## src/rleisd_pkg.sv

```systemverilog
package rleisd_pkg;

   localparam logic [1:0] KIND_HEADER = 2'd0;
   localparam logic [1:0] KIND_RUN    = 2'd1;
   localparam logic [1:0] KIND_ERROR  = 2'd2;

   localparam logic [1:0] ERR_NONE    = 2'd0;
   localparam logic [1:0] ERR_MAGIC   = 2'd1;
   localparam logic [1:0] ERR_VERSION = 2'd2;
   localparam logic [1:0] ERR_MODE    = 2'd3;

   localparam logic [7:0] MODE_RLE    = 8'd1;

   typedef enum logic [1:0] {
      OP_HEADER,
      OP_ERROR,
      OP_WORD
   } op_kind_type;

   typedef struct packed {
      op_kind_type kind;
      logic [1:0]  err;
      logic [15:0] word;
      logic [15:0] width;
      logic [15:0] height;
      logic [7:0]  mode;
   } entry_type;

endpackage

```

## src/rleisd_front.sv

```systemverilog
module rleisd_front (
   input  logic                 clock,
   input  logic                 reset,
   input  logic                 accept,
   input  logic [7:0]           data_byte,
   input  logic                 file_start,
   output logic                 push,
   output rleisd_pkg::entry_type push_data
);
   import rleisd_pkg::*;

   typedef enum logic [1:0] {
      PH_HEADER,
      PH_SKIP,
      PH_DATA,
      PH_HALT
   } phase_type;

   localparam logic [5:0][7:0] MagicBytes = {8'h36, 8'h31, 8'h4d, 8'h53, 8'h50, 8'h1b};
   localparam logic [7:0]      Version    = 8'd1;

   phase_type   phase_ff, phase_in, phase_cur;
   logic [3:0]  idx_ff, idx_in, idx_cur;
   logic [15:0] width_ff, width_in, width_cur;
   logic [15:0] height_ff, height_in, height_cur;
   logic [7:0]  mode_ff, mode_in, mode_cur;
   logic [7:0]  skip_ff, skip_in, skip_cur;
   logic [7:0]  low_ff, low_in, low_cur;
   logic        half_ff, half_in, half_cur;

   // a file start restarts parsing from the reset state
   always_comb begin
      if (file_start) begin
         phase_cur  = PH_HEADER;
         idx_cur    = '0;
         width_cur  = '0;
         height_cur = '0;
         mode_cur   = '0;
         skip_cur   = '0;
         low_cur    = '0;
         half_cur   = 1'b0;
      end else begin
         phase_cur  = phase_ff;
         idx_cur    = idx_ff;
         width_cur  = width_ff;
         height_cur = height_ff;
         mode_cur   = mode_ff;
         skip_cur   = skip_ff;
         low_cur    = low_ff;
         half_cur   = half_ff;
      end
   end

   always_comb begin
      phase_in  = phase_cur;
      idx_in    = idx_cur;
      width_in  = width_cur;
      height_in = height_cur;
      mode_in   = mode_cur;
      skip_in   = skip_cur;
      low_in    = low_cur;
      half_in   = half_cur;
      push      = 1'b0;
      push_data.kind   = OP_WORD;
      push_data.err    = ERR_NONE;
      push_data.word   = {data_byte, low_cur};
      push_data.width  = width_cur;
      push_data.height = height_cur;
      push_data.mode   = mode_cur;

      case (phase_cur)
         PH_HEADER: begin
            idx_in = idx_cur + 4'd1;
            if (idx_cur < 4'd6) begin
               if (data_byte != MagicBytes[idx_cur[2:0]]) begin
                  phase_in      = PH_HALT;
                  push          = 1'b1;
                  push_data.kind = OP_ERROR;
                  push_data.err  = ERR_MAGIC;
               end
            end else begin
               case (idx_cur)
                  4'd6: begin
                     if (data_byte != Version) begin
                        phase_in       = PH_HALT;
                        push           = 1'b1;
                        push_data.kind = OP_ERROR;
                        push_data.err  = ERR_VERSION;
                     end
                  end
                  4'd7:  width_in  = {8'h00, data_byte};
                  4'd8:  width_in  = {data_byte, width_cur[7:0]};
                  4'd9:  height_in = {8'h00, data_byte};
                  4'd10: height_in = {data_byte, height_cur[7:0]};
                  4'd11: mode_in   = data_byte;
                  default: begin
                     push = 1'b1;
                     if (mode_cur > MODE_RLE) begin
                        phase_in       = PH_HALT;
                        push_data.kind = OP_ERROR;
                        push_data.err  = ERR_MODE;
                     end else begin
                        push_data.kind = OP_HEADER;
                        skip_in  = (data_byte == 8'd0) ? 8'd0 : data_byte - 8'd1;
                        phase_in = (skip_in == 8'd0) ? PH_DATA : PH_SKIP;
                     end
                  end
               endcase
            end
         end
         PH_SKIP: begin
            skip_in = skip_cur - 8'd1;
            if (skip_in == 8'd0) begin
               phase_in = PH_DATA;
            end
         end
         PH_DATA: begin
            if (!half_cur) begin
               low_in  = data_byte;
               half_in = 1'b1;
            end else begin
               half_in = 1'b0;
               push    = 1'b1;
            end
         end
         default: begin
         end
      endcase

      if (!accept) begin
         push = 1'b0;
      end
   end

   always_ff @(posedge clock) begin
      if (reset) begin
         phase_ff  <= PH_HEADER;
         idx_ff    <= '0;
         width_ff  <= '0;
         height_ff <= '0;
         mode_ff   <= '0;
         skip_ff   <= '0;
         low_ff    <= '0;
         half_ff   <= 1'b0;
      end else if (accept) begin
         phase_ff  <= phase_in;
         idx_ff    <= idx_in;
         width_ff  <= width_in;
         height_ff <= height_in;
         mode_ff   <= mode_in;
         skip_ff   <= skip_in;
         low_ff    <= low_in;
         half_ff   <= half_in;
      end
   end

endmodule

```

## src/rleisd_fifo.sv

```systemverilog
module rleisd_fifo (
   input  logic                  clock,
   input  logic                  reset,
   input  logic                  push,
   input  rleisd_pkg::entry_type push_data,
   input  logic                  pop,
   output rleisd_pkg::entry_type pop_data,
   output logic                  empty,
   output logic                  full
);
   import rleisd_pkg::*;

   entry_type  mem [2];
   logic       wr_ptr_ff, wr_ptr_in;
   logic       rd_ptr_ff, rd_ptr_in;
   logic [1:0] count_ff, count_in;

   assign empty    = (count_ff == 2'd0);
   assign full     = (count_ff == 2'd2);
   assign pop_data = mem[rd_ptr_ff];

   always_comb begin
      wr_ptr_in = push ? ~wr_ptr_ff : wr_ptr_ff;
      rd_ptr_in = pop ? ~rd_ptr_ff : rd_ptr_ff;
      count_in  = count_ff + {1'b0, push} - {1'b0, pop};
   end

   always_ff @(posedge clock) begin
      if (push) begin
         mem[wr_ptr_ff] <= push_data;
      end
   end

   always_ff @(posedge clock) begin
      if (reset) begin
         wr_ptr_ff <= 1'b0;
         rd_ptr_ff <= 1'b0;
         count_ff  <= 2'd0;
      end else begin
         wr_ptr_ff <= wr_ptr_in;
         rd_ptr_ff <= rd_ptr_in;
         count_ff  <= count_in;
      end
   end

endmodule

```

## src/rleisd_back.sv

```systemverilog
module rleisd_back #(
   parameter int COUNT_BITS = 16
) (
   input  logic                  clock,
   input  logic                  reset,
   input  logic                  empty,
   input  rleisd_pkg::entry_type entry,
   output logic                  pop,
   output logic                  rsp_valid,
   input  logic                  rsp_stall,
   output logic [1:0]            rsp_result_kind,
   output logic [15:0]           rsp_pixel_color,
   output logic [16:0]           rsp_run_length,
   output logic [15:0]           rsp_image_width,
   output logic [15:0]           rsp_image_height,
   output logic [7:0]            rsp_storage_mode,
   output logic [1:0]            rsp_error_code
);
   import rleisd_pkg::*;

   localparam int          CntBits   = (COUNT_BITS < 16) ? COUNT_BITS : 16;
   localparam logic [15:0] CountMask = 16'((32'd1 << CntBits) - 32'd1);
   localparam logic [16:0] CountMax  = 17'(32'd1 << CntBits);

   logic        valid_ff, valid_in;
   logic [1:0]  kind_ff, kind_in;
   logic [15:0] color_ff, color_in;
   logic [16:0] len_ff, len_in;
   logic [15:0] width_ff, width_in;
   logic [15:0] height_ff, height_in;
   logic [7:0]  mode_ff, mode_in;
   logic [1:0]  err_ff, err_in;
   logic [15:0] last_ff, last_in;
   logic        have_ff, have_in;
   logic        await_ff, await_in;
   logic        emit;
   logic [15:0] masked;

   assign pop    = !empty && (!valid_ff || !rsp_stall);
   assign masked = entry.word & CountMask;

   always_comb begin
      emit      = 1'b0;
      kind_in   = KIND_RUN;
      color_in  = entry.word;
      len_in    = 17'd1;
      err_in    = ERR_NONE;
      width_in  = entry.width;
      height_in = entry.height;
      mode_in   = entry.mode;
      last_in   = last_ff;
      have_in   = have_ff;
      await_in  = await_ff;
      case (entry.kind)
         OP_HEADER: begin
            emit     = 1'b1;
            kind_in  = KIND_HEADER;
            color_in = '0;
            len_in   = '0;
            last_in  = '0;
            have_in  = 1'b0;
            await_in = 1'b0;
         end
         OP_ERROR: begin
            emit     = 1'b1;
            kind_in  = KIND_ERROR;
            color_in = '0;
            len_in   = '0;
            err_in   = entry.err;
         end
         OP_WORD: begin
            if (await_ff) begin
               emit     = 1'b1;
               await_in = 1'b0;
               color_in = last_ff;
               len_in   = (masked == 16'd0) ? CountMax : {1'b0, masked};
            end else if (entry.mode == MODE_RLE && have_ff && entry.word == last_ff) begin
               await_in = 1'b1;
            end else begin
               emit = 1'b1;
               if (entry.mode == MODE_RLE) begin
                  have_in = 1'b1;
                  last_in = entry.word;
               end
            end
         end
         default: begin
         end
      endcase
      if (pop) begin
         valid_in = emit;
      end else begin
         valid_in = valid_ff && rsp_stall;
      end
   end

   always_ff @(posedge clock) begin
      if (reset) begin
         valid_ff <= 1'b0;
         last_ff  <= '0;
         have_ff  <= 1'b0;
         await_ff <= 1'b0;
      end else begin
         valid_ff <= valid_in;
         if (pop) begin
            last_ff  <= last_in;
            have_ff  <= have_in;
            await_ff <= await_in;
         end
      end
   end

   always_ff @(posedge clock) begin
      if (pop && emit) begin
         kind_ff   <= kind_in;
         color_ff  <= color_in;
         len_ff    <= len_in;
         width_ff  <= width_in;
         height_ff <= height_in;
         mode_ff   <= mode_in;
         err_ff    <= err_in;
      end
   end

   assign rsp_valid        = valid_ff;
   assign rsp_result_kind  = kind_ff;
   assign rsp_pixel_color  = color_ff;
   assign rsp_run_length   = len_ff;
   assign rsp_image_width  = width_ff;
   assign rsp_image_height = height_ff;
   assign rsp_storage_mode = mode_ff;
   assign rsp_error_code   = err_ff;

endmodule

```

## src/rle_image_stream_decoder.sv

```systemverilog
// Run-length image stream decoder, 16-bit pixels.
// Request channel: one file byte per request (req_data_byte); req_file_start
// marks the first byte of a file and restarts header parsing.
// Response channel: header info, pixel run or error per rsp_result_kind.
// Header bytes and the padding produce no response until the offset byte, which
// yields the header (or an unsupported-mode error); a bad magic or version byte
// yields its own error response. Data bytes pair into little-endian words; in
// run-length mode a repeated word plus a count word yields one run response.
// A response is registered: the request that completes it is written into the
// queue at the accepting edge, then moves to the output register once it is free.
// Throughput: one request per cycle while req_stall is low; the parser updates
// small registers only, and the two-entry queue and output register keep it fed.
// When the receiver holds rsp_stall, the output register holds its response,
// the queue fills and req_stall rises once both queue entries are taken.
// Reset (synchronous) clears parser, queue and run state and acts as the
// start of a file.
module rle_image_stream_decoder #(
   parameter int COUNT_BITS = 16
) (
   input  logic        clock,
   input  logic        reset,
   input  logic        req_valid,
   output logic        req_stall,
   input  logic [7:0]  req_data_byte,
   input  logic        req_file_start,
   output logic        rsp_valid,
   input  logic        rsp_stall,
   output logic [1:0]  rsp_result_kind,
   output logic [15:0] rsp_pixel_color,
   output logic [16:0] rsp_run_length,
   output logic [15:0] rsp_image_width,
   output logic [15:0] rsp_image_height,
   output logic [7:0]  rsp_storage_mode,
   output logic [1:0]  rsp_error_code
);
   import rleisd_pkg::*;

   logic      accept;
   logic      push;
   logic      pop;
   logic      empty;
   logic      full;
   entry_type push_data;
   entry_type pop_data;

   assign req_stall = full;
   assign accept    = req_valid && !full;

   rleisd_front u_front (
      .clock      (clock),
      .reset      (reset),
      .accept     (accept),
      .data_byte  (req_data_byte),
      .file_start (req_file_start),
      .push       (push),
      .push_data  (push_data)
   );

   rleisd_fifo u_fifo (
      .clock     (clock),
      .reset     (reset),
      .push      (push),
      .push_data (push_data),
      .pop       (pop),
      .pop_data  (pop_data),
      .empty     (empty),
      .full      (full)
   );

   rleisd_back #(
      .COUNT_BITS (COUNT_BITS)
   ) u_back (
      .clock            (clock),
      .reset            (reset),
      .empty            (empty),
      .entry            (pop_data),
      .pop              (pop),
      .rsp_valid        (rsp_valid),
      .rsp_stall        (rsp_stall),
      .rsp_result_kind  (rsp_result_kind),
      .rsp_pixel_color  (rsp_pixel_color),
      .rsp_run_length   (rsp_run_length),
      .rsp_image_width  (rsp_image_width),
      .rsp_image_height (rsp_image_height),
      .rsp_storage_mode (rsp_storage_mode),
      .rsp_error_code   (rsp_error_code)
   );

endmodule

```

## config.mk

```make
export PLATFORM = sky130hd
export DESIGN_NAME = rle_image_stream_decoder
export DESIGN_NICKNAME = d
export VERILOG_FILES = /design/src/rleisd_pkg.sv /design/src/rleisd_front.sv /design/src/rleisd_fifo.sv /design/src/rleisd_back.sv /design/src/rle_image_stream_decoder.sv
export SDC_FILE = /design/constraint.sdc
export NUM_CORES = 1
export LEC_CHECK = 0
export BUFFER_PORTS_ARGS = -buffer_cell sky130_fd_sc_hd__buf_4
export CORE_ASPECT_RATIO = 1.2
export CORE_MARGIN = 3
export CORE_UTILIZATION = 45
export DETAILED_ROUTE_END_ITERATION = 10
export PLACE_DENSITY = 0.71
export REMOVE_ABC_BUFFERS = 1
export SYNTH_ARGS = -nofsm -noshare
export SYNTH_HDL_FRONTEND = slang
export SYNTH_SLANG_ARGS = --single-unit
```

## constraint.sdc

```tcl
create_clock -name clock -period 5.8 [get_ports clock]
set_input_delay 0.58 -clock clock [delete_from_list [all_inputs] [get_ports clock]]
set_output_delay 0.58 -clock clock [all_outputs]
set_load 0.02 [all_outputs]
```

==> results of run 1 <==
[routing by layer]
metal | vias to the layer above | GRT usage | part of all wire
met3 | 46 | 0.0248 | 0.054
met1 | 3699 | 0.216 | 0.41
met4 | 0 | 0.0576 | 0.027
met2 | 221 | 0.298 | 0.51
met5 | - | 0 | 0
li1 | 3629 | - | -
[power by group through the flow]
stage	Combinational, mW	Clock [mW]	Sequential [mW]
3_5_place_dp	1.46	0	2.85
2_1_floorplan	0.613	0	3.12
4_1_cts	1.46	1.80	2.81
3_3_place_gp	1.44	0	2.85
6_report	1.44	1.77	2.81
5_1_grt	1.55	1.89	2.85
[layout by cell type, fill, tap and decap left out, types with 6 or more instances in the layout]
cell       count
edfxtp_1     197
nor2_1       125
buf_4         99
dfxtp_1       86
nor2b_1       55
a22oi_1       50
mux2_2        43
nand2_1       28
nor3_1        27
clkbuf_16     27
a21oi_1       25
a211oi_1      24
xnor2_1       23
inv_1         19
o21ai_0       16
o2bb2ai_1     16
nand3_1       15
mux2i_1       12
nand2b_1      10
nor4_1        10
mux2i_2        9
nand4_1        8
a21o_1         7
ha_1           7
clkinv_2       6
clkbuf_1       6
[worst max-delay path by stage]
stage | from | end | depth (start not counted)
after floorplan | flip-flop | u_back.rsp_error_code[0]$_SDFFCE_PP0P_ | 5
after global placement | flip-flop | u_back.rsp_image_height[1]$_DFFE_PP_ | 8
after detailed placement | flip-flop | u_back.rsp_image_height[14]$_DFFE_PP_ | 8
after CTS | flip-flop | u_back.rsp_image_height[8]$_DFFE_PP_ | 8
after global routing | flip-flop | u_back.rsp_run_length[16]$_DFFE_PP_ | 8
final | flip-flop | u_back.rsp_image_height[8]$_DFFE_PP_ | 8
[stage by stage]
stage          utilization  setup slack (ns)  cells  power (mW)  hold WS, ns
3_3_place_gp         0.495              1.70   1309        4.28        0.470
4_1_cts              0.530              1.57   1358        6.08        0.409
3_5_place_dp         0.495              1.59   1309        4.32        0.477
6_report             0.530              1.62   1358        6.03        0.417
2_1_floorplan            -             0.450    880        3.74        0.453
5_1_grt              0.530              1.33   1358        6.29        0.423
[critical path: cells and delay by family (launching register included)]
kind / cells / cell delay [ns]
buffers and inverters: 3 / 1.68
flip-flops: 1 / 1.09
multiplexers: 1 / 0.39
AND/OR/NAND/NOR: 2 / 0.27
AO/OA/AOI/OAI: 1 / 0.17
XOR/XNOR: 1 / 0.16
[layout make-up]
| type | instances | area [um2] |
|---|---|---|
| clock buffers | 34 | 712 |
| clock inverters | 15 | 186 |
| fillers | 2151 | 12000 |
| inverters | 20 | 75.1 |
| multi-input cells | 576 | 3800 |
| flip-flops and latches | 284 | 7660 |
| well taps | 330 | 413 |
| repair buffers | 99 | 743 |
[kinds of logic (layout without fill, tap and decap cells)]
kind of cell / after synthesis / count (layout) / share of synthesized area
AO/OA/AOI/OAI: 178 / 178 / 0.108
XOR/XNOR: 26 / 26 / 0.0194
adder cells (fa/ha/maj): 7 / 7 / 0.00745
buffers and inverters: 78 / 168 / 0.0267
flip-flops: 284 / 284 / 0.651
multiplexers: 64 / 64 / 0.0616
AND/OR/NAND/NOR: 301 / 301 / 0.125
[registers in the layout, summed over array words and instances, names as in the netlist, 4 cells and up, named ones only]
name	cells
u_front.height_ff	16
u_back.rsp_storage_mode	8
u_front.mode_ff	8
u_front.idx_ff	4
u_back.rsp_pixel_color	16
u_back.rsp_image_height	16
u_front.low_ff	8
u_back.rsp_image_width	16
u_front.width_ff	16
u_back.last_ff	16
u_back.rsp_run_length	17
u_front.skip_ff	8
u_fifo.mem	120
==> results.md, run 1 <==
* Status: finished, final reports clean
* Clock transition at path regs at 0.06 ns
* RSZ-0062 raised after global routing: no
* Final wirelength at 24.9 mm
* Top-count cell post-synth: edfxtp_1
* Hold Path Origin: rsp_stall
* I/O Buffers at 91
* Switch Pwr at 1.78 mW
* Num rows at 64
* GRT Overall Usage at 0.169
* Worst Path Required at 5.96 ns
* Longest Clk Path Bufs at 3
* Area leader, netlist: edfxtp_1
* Crit-path cells: buf_4 -> mux2i_2 -> xnor2_1 -> nor4_1 -> nand4_1 -> o21ai_0 -> inv_2 -> buf_4
* Asr flop ratio synth at 0
* GPL Wtd Cong at 0.881
* Post-route cell area at 0.0136 mm2
* Slew @ Worst Pin at 1.15 ns
* Cell count of the worst reg-to-reg path at 8
* Antenna Cells at 0
* Die X at 154 um
* Residual DRC at 0
* Share of layout cells above drive strength 1 at 0.197
* DR iter-0 viols at 588
* Clock network power share at 0.294
* R2R Path End: u_back.rsp_image_height[8]$_DFFE_PP_
* Post-synth cell types at 59
* Core ar. at 0.0256 mm2
* Setup bufs post-CTS at 0
* Antenna-violating nets left at 0
* Area growth syn-to-layout at 15.6%
* Sequential area share after synthesis at 0.651
* Fin crit period at 4.18 ns
* CTS sink cnt at 284
* Final hold violations at 0
* Clock root cell: clkbuf_16
* Net count, final at 1028
* Setup CP Type: reg2reg
* Total gr overflow at 0
* Period utilization at 0.720
* Placed Area at 0.0127 mm2
* Vias in the first global route at 7425
* WP data arrival at 4.33 ns
* Drt wl/cell at 18.3 um
* CTS tree: built
* Post-DR vias/cell at 5.59
* Setup crit end kind: flip-flop
* Syn Area/Cell at 12.5 um2
* Die Area at 0.0281 mm2
* Max_slew headroom at 0.232
* Worst Skew at 0.00964 ns
* Mapped cell area at 0.0118 mm2
* Worst path slowest cell: dfxtp_2
* Share of the synthesized area in the top cell type at 0.503
* CP most frequent cell: buf_4
* Htree depth at 1
* Detail Placement HPWL at 16.0 mm
* Hold Buf Count CTS at 0
* Maximum Capacitance Violations at 0
* Hold WC Path Type: in2reg
* VDD IR-drop max at 0.000220 V
* Share of power burned in combinational logic at 0.240
* Io pins at 92
* CTS Buf Count at 27
* Synth Warn # at 0
* R2r setup slk at 1.62 ns
* TNS Setup at 0 ns
* Setup Viol. Count Final at 0
* Fin. max-slew vios at 0
* Leading post-synthesis cells by cell area: edfxtp_1 50%, dfxtp_1 15%, mux2_2 4.1%
* Flop pwr share at 0.466
* First-pass GRT wire length at 39.1 mm
* Max incr delay on CP at 1.09 ns
* Clk_lat worst skew at 0.52 ns
* Pleak at 4.71 nW
* Worst hold stages at 3
* Internal power at 4.24 mW
* Main flop type after synthesis: edfxtp_1
* Vias after detailed routing at 7595
* Critical Path Source Type: flip-flop
* Sw frac at 0.295
* Number of instances resized during post-cts repair at 0
* EDFF count, synth at 197
* Largest net degree at the start of global routing at 73
* Initial core utilization at 0.459
* Synthesized flop and latch total at 284
* Syn Inst Count at 938
* Synth cell count leaders: 197 x edfxtp_1, 127 x nor2_1, 87 x dfxtp_1
* F_max at 239 MHz
* Critical path peak fanout at 44
* Initial antenna violation count at 0
* Overall die height at 183 um
* First-pass DRT Iterations at 5
* WHS Endpoint: u_back.rsp_valid$_SDFF_PP0_
* Pwr per Cell Area at 443 mW/mm2
Power figures use the tool's default switching activity.
==> inputs of run 2 (changes only) <==
Clock period 5.8 ns to 3.5 ns, I/O delays scaled along.
==> run 2 against run 1 <==
  * Register-to-register slack worse by 1.2 ns
  * Worst setup slack worse by 1.2 ns
  * Clock skew about the same
  * Via count down 0.12%
  * Clock-buffer cell count up 2
  * Critical path type unchanged
  * Critical endpoint is now u_back.rsp_image_width[11]$_DFFE_PP_
  * Largest cell class unchanged
  * Largest power group unchanged
==> results.md, run 2 (synthesis gave the netlist of run 1 again) <==
* Final hold violations at 0
* Maximum Capacitance Violations at 0
* Die X at 154 um
* CTS Buf Count at 26
* Setup bufs post-CTS at 0
* Clock root cell: clkbuf_16
* Sw frac at 0.295
* Placed Area at 0.0128 mm2
* Fin. max-slew vios at 0
* Final wirelength at 24.4 mm
* Share of layout cells above drive strength 1 at 0.205
* Antenna-violating nets left at 0
* Most frequent cells in the layout: 197 x edfxtp_1, 125 x nor2_1, 111 x buf_4
* Setup Viol. Count Final at 0
* Worst path slowest cell: dfxtp_2
* Worst Setup EP: u_back.rsp_image_width[11]$_DFFE_PP_
* Antenna Cells at 0
* Vias in the first global route at 7377
* Post-route cell area at 0.0137 mm2
* Core ar. at 0.0256 mm2
* Total gr overflow at 0
* Pleak at 4.75 nW
* Longest Clk Path Bufs at 3
* CTS tree: built
* Net count, final at 1042
* Max reg flops at 120
* I/O Buffers at 91
* Max_slew headroom at 0.377
* Critical Path Source Type: flip-flop
* RSZ-0062 raised after global routing: no
* Htree depth at 1
* Residual DRC at 0
* Commonest non-fill, non-tap cell in the layout: edfxtp_1
* Fin crit period at 3.13 ns
* Internal power at 6.93 mW
* TNS Setup at 0 ns
* VDD IR-drop max at 0.000312 V
* Pwr per Cell Area at 719 mW/mm2
* DR iter-0 viols at 512
* Overall die height at 183 um
* Worst Path Required at 3.72 ns
* F_max at 320 MHz
* Max incr delay on CP at 0.65 ns
* Initial antenna violation count at 0
* Crit-path cells: buf_4 -> mux2i_1 -> buf_4 -> xnor2_1 -> a2111oi_0 -> nand4_1 -> o21ai_0 -> inv_2 -> buf_12
* Vias after detailed routing at 7586
* Largest net degree at the start of global routing at 78
* Hold Buf Count CTS at 0
* Clock network power share at 0.281
* GRT Overall Usage at 0.167
* Period utilization at 0.893
* Critical path peak fanout at 77
* Number of instances resized during post-cts repair at 0
* GPL Wtd Cong at 0.873
* Pwr Total at 9.83 mW
* First-pass DRT Iterations at 7
* Cell count of the worst reg-to-reg path at 9
* Drt wl/cell at 17.8 um
* Io pins at 92
* Slew @ Worst Pin at 0.928 ns
* Placed Cells incl. Taps at 1324
* Setup CP Type: reg2reg
* Hold WC Path Type: in2reg
* Utilization after layout at 0.534
* First-pass GRT wire length at 38.5 mm
* Clock transition at path regs at 0.06 ns
* Worst Skew at 0.0101 ns
* Detail Placement HPWL at 15.8 mm
* Die Area at 0.0281 mm2
* Num rows at 64
* CTS sink cnt at 284
* Initial core utilization at 0.459
* Non-filler instance count after layout at 1372
* Post-DR vias/cell at 5.53
* Switch Pwr at 2.90 mW
* Setup crit end kind: flip-flop
* WP data arrival at 3.35 ns
* Clk_lat worst skew at 0.52 ns
* R2R Path End: u_back.rsp_image_width[11]$_DFFE_PP_
* Most flops, register: u_fifo.mem
* CP most frequent cell: buf_4
* Share of power burned in combinational logic at 0.251
* Flop pwr share at 0.469
* R2r setup slk at 0.37 ns
* Status: finished, final reports clean
* Area growth syn-to-layout at 16.3%
==> run 2: cell count changes in the layout (fill, tap and decap cells not counted), sizes merged <==
cell      change
clkinv        -3
clkinvlp      +1
bufinv        -2
buf          +15
clkbuf        +2
inv           +1
==> run 2: power by group through the flow <==
stage / registers (mW) / clock network, mW / logic (mW)
6_report: 4.61 / 2.76 / 2.47
5_1_grt: 4.68 / 2.95 / 2.66
4_1_cts: 4.62 / 2.82 / 2.52
3_5_place_dp: 4.69 / 0 / 2.50
3_3_place_gp: 4.67 / 0 / 2.48
2_1_floorplan: 5.18 / 0 / 1.02
==> run 2: how the worst min path moves through the flow <==
stage	start	to	slack, ns	depth (start not counted)
floorplan	reset	u_back.await_ff$_SDFFE_PP0P_	0.42	1
global placement	u_front.width_ff[3]$_SDFFE_PP0P_	u_front.width_ff[3]$_SDFFE_PP0P_	0.47	2
detailed placement	u_front.width_ff[7]$_SDFFE_PP0P_	u_front.width_ff[7]$_SDFFE_PP0P_	0.47	2
CTS	rsp_stall	u_back.rsp_valid$_SDFF_PP0_	0.17	3
global route	rsp_stall	u_back.rsp_valid$_SDFF_PP0_	0.19	3
finish	rsp_stall	u_back.rsp_valid$_SDFF_PP0_	0.17	3
==> run 2: final cells by class <==
type	count	area (um2)
Fill cell	2172	11900
Sequential cell	284	7660
Multi-Input combinational cell	576	3800
Timing Repair Buffer	114	893
Clock buffer	36	719
Tap cell	330	413
Clock inverter	12	115
Inverter	20	75.1
==> run 2: through the flow <==
step	hold WS (ns)	setup WS, ns
detailed placement	0.474	0.401
global route	0.188	0.0849
floorplan	0.419	-1.85
finish	0.174	0.374
CTS	0.168	0.366
global placement	0.470	0.486
==> run 2: layer usage <==
layer  vias to the layer above  wire [um]  GRT usage
met3                        63       1200     0.0219
met2                       216      12500      0.299
met1                      3656       9800      0.205
met4                         0        873     0.0643
li1                       3651          -          -
met5                         -          0          0
==> run 2: worst max-delay path: cells and delay by family (launching register included) <==
kind,cells,cell delay (ns)
AND/OR/NAND/NOR,1,0.31
AO/OA/AOI/OAI,2,0.71
flip-flops,1,0.65
XOR/XNOR,1,0.05
buffers and inverters,4,0.79
multiplexers,1,0.21
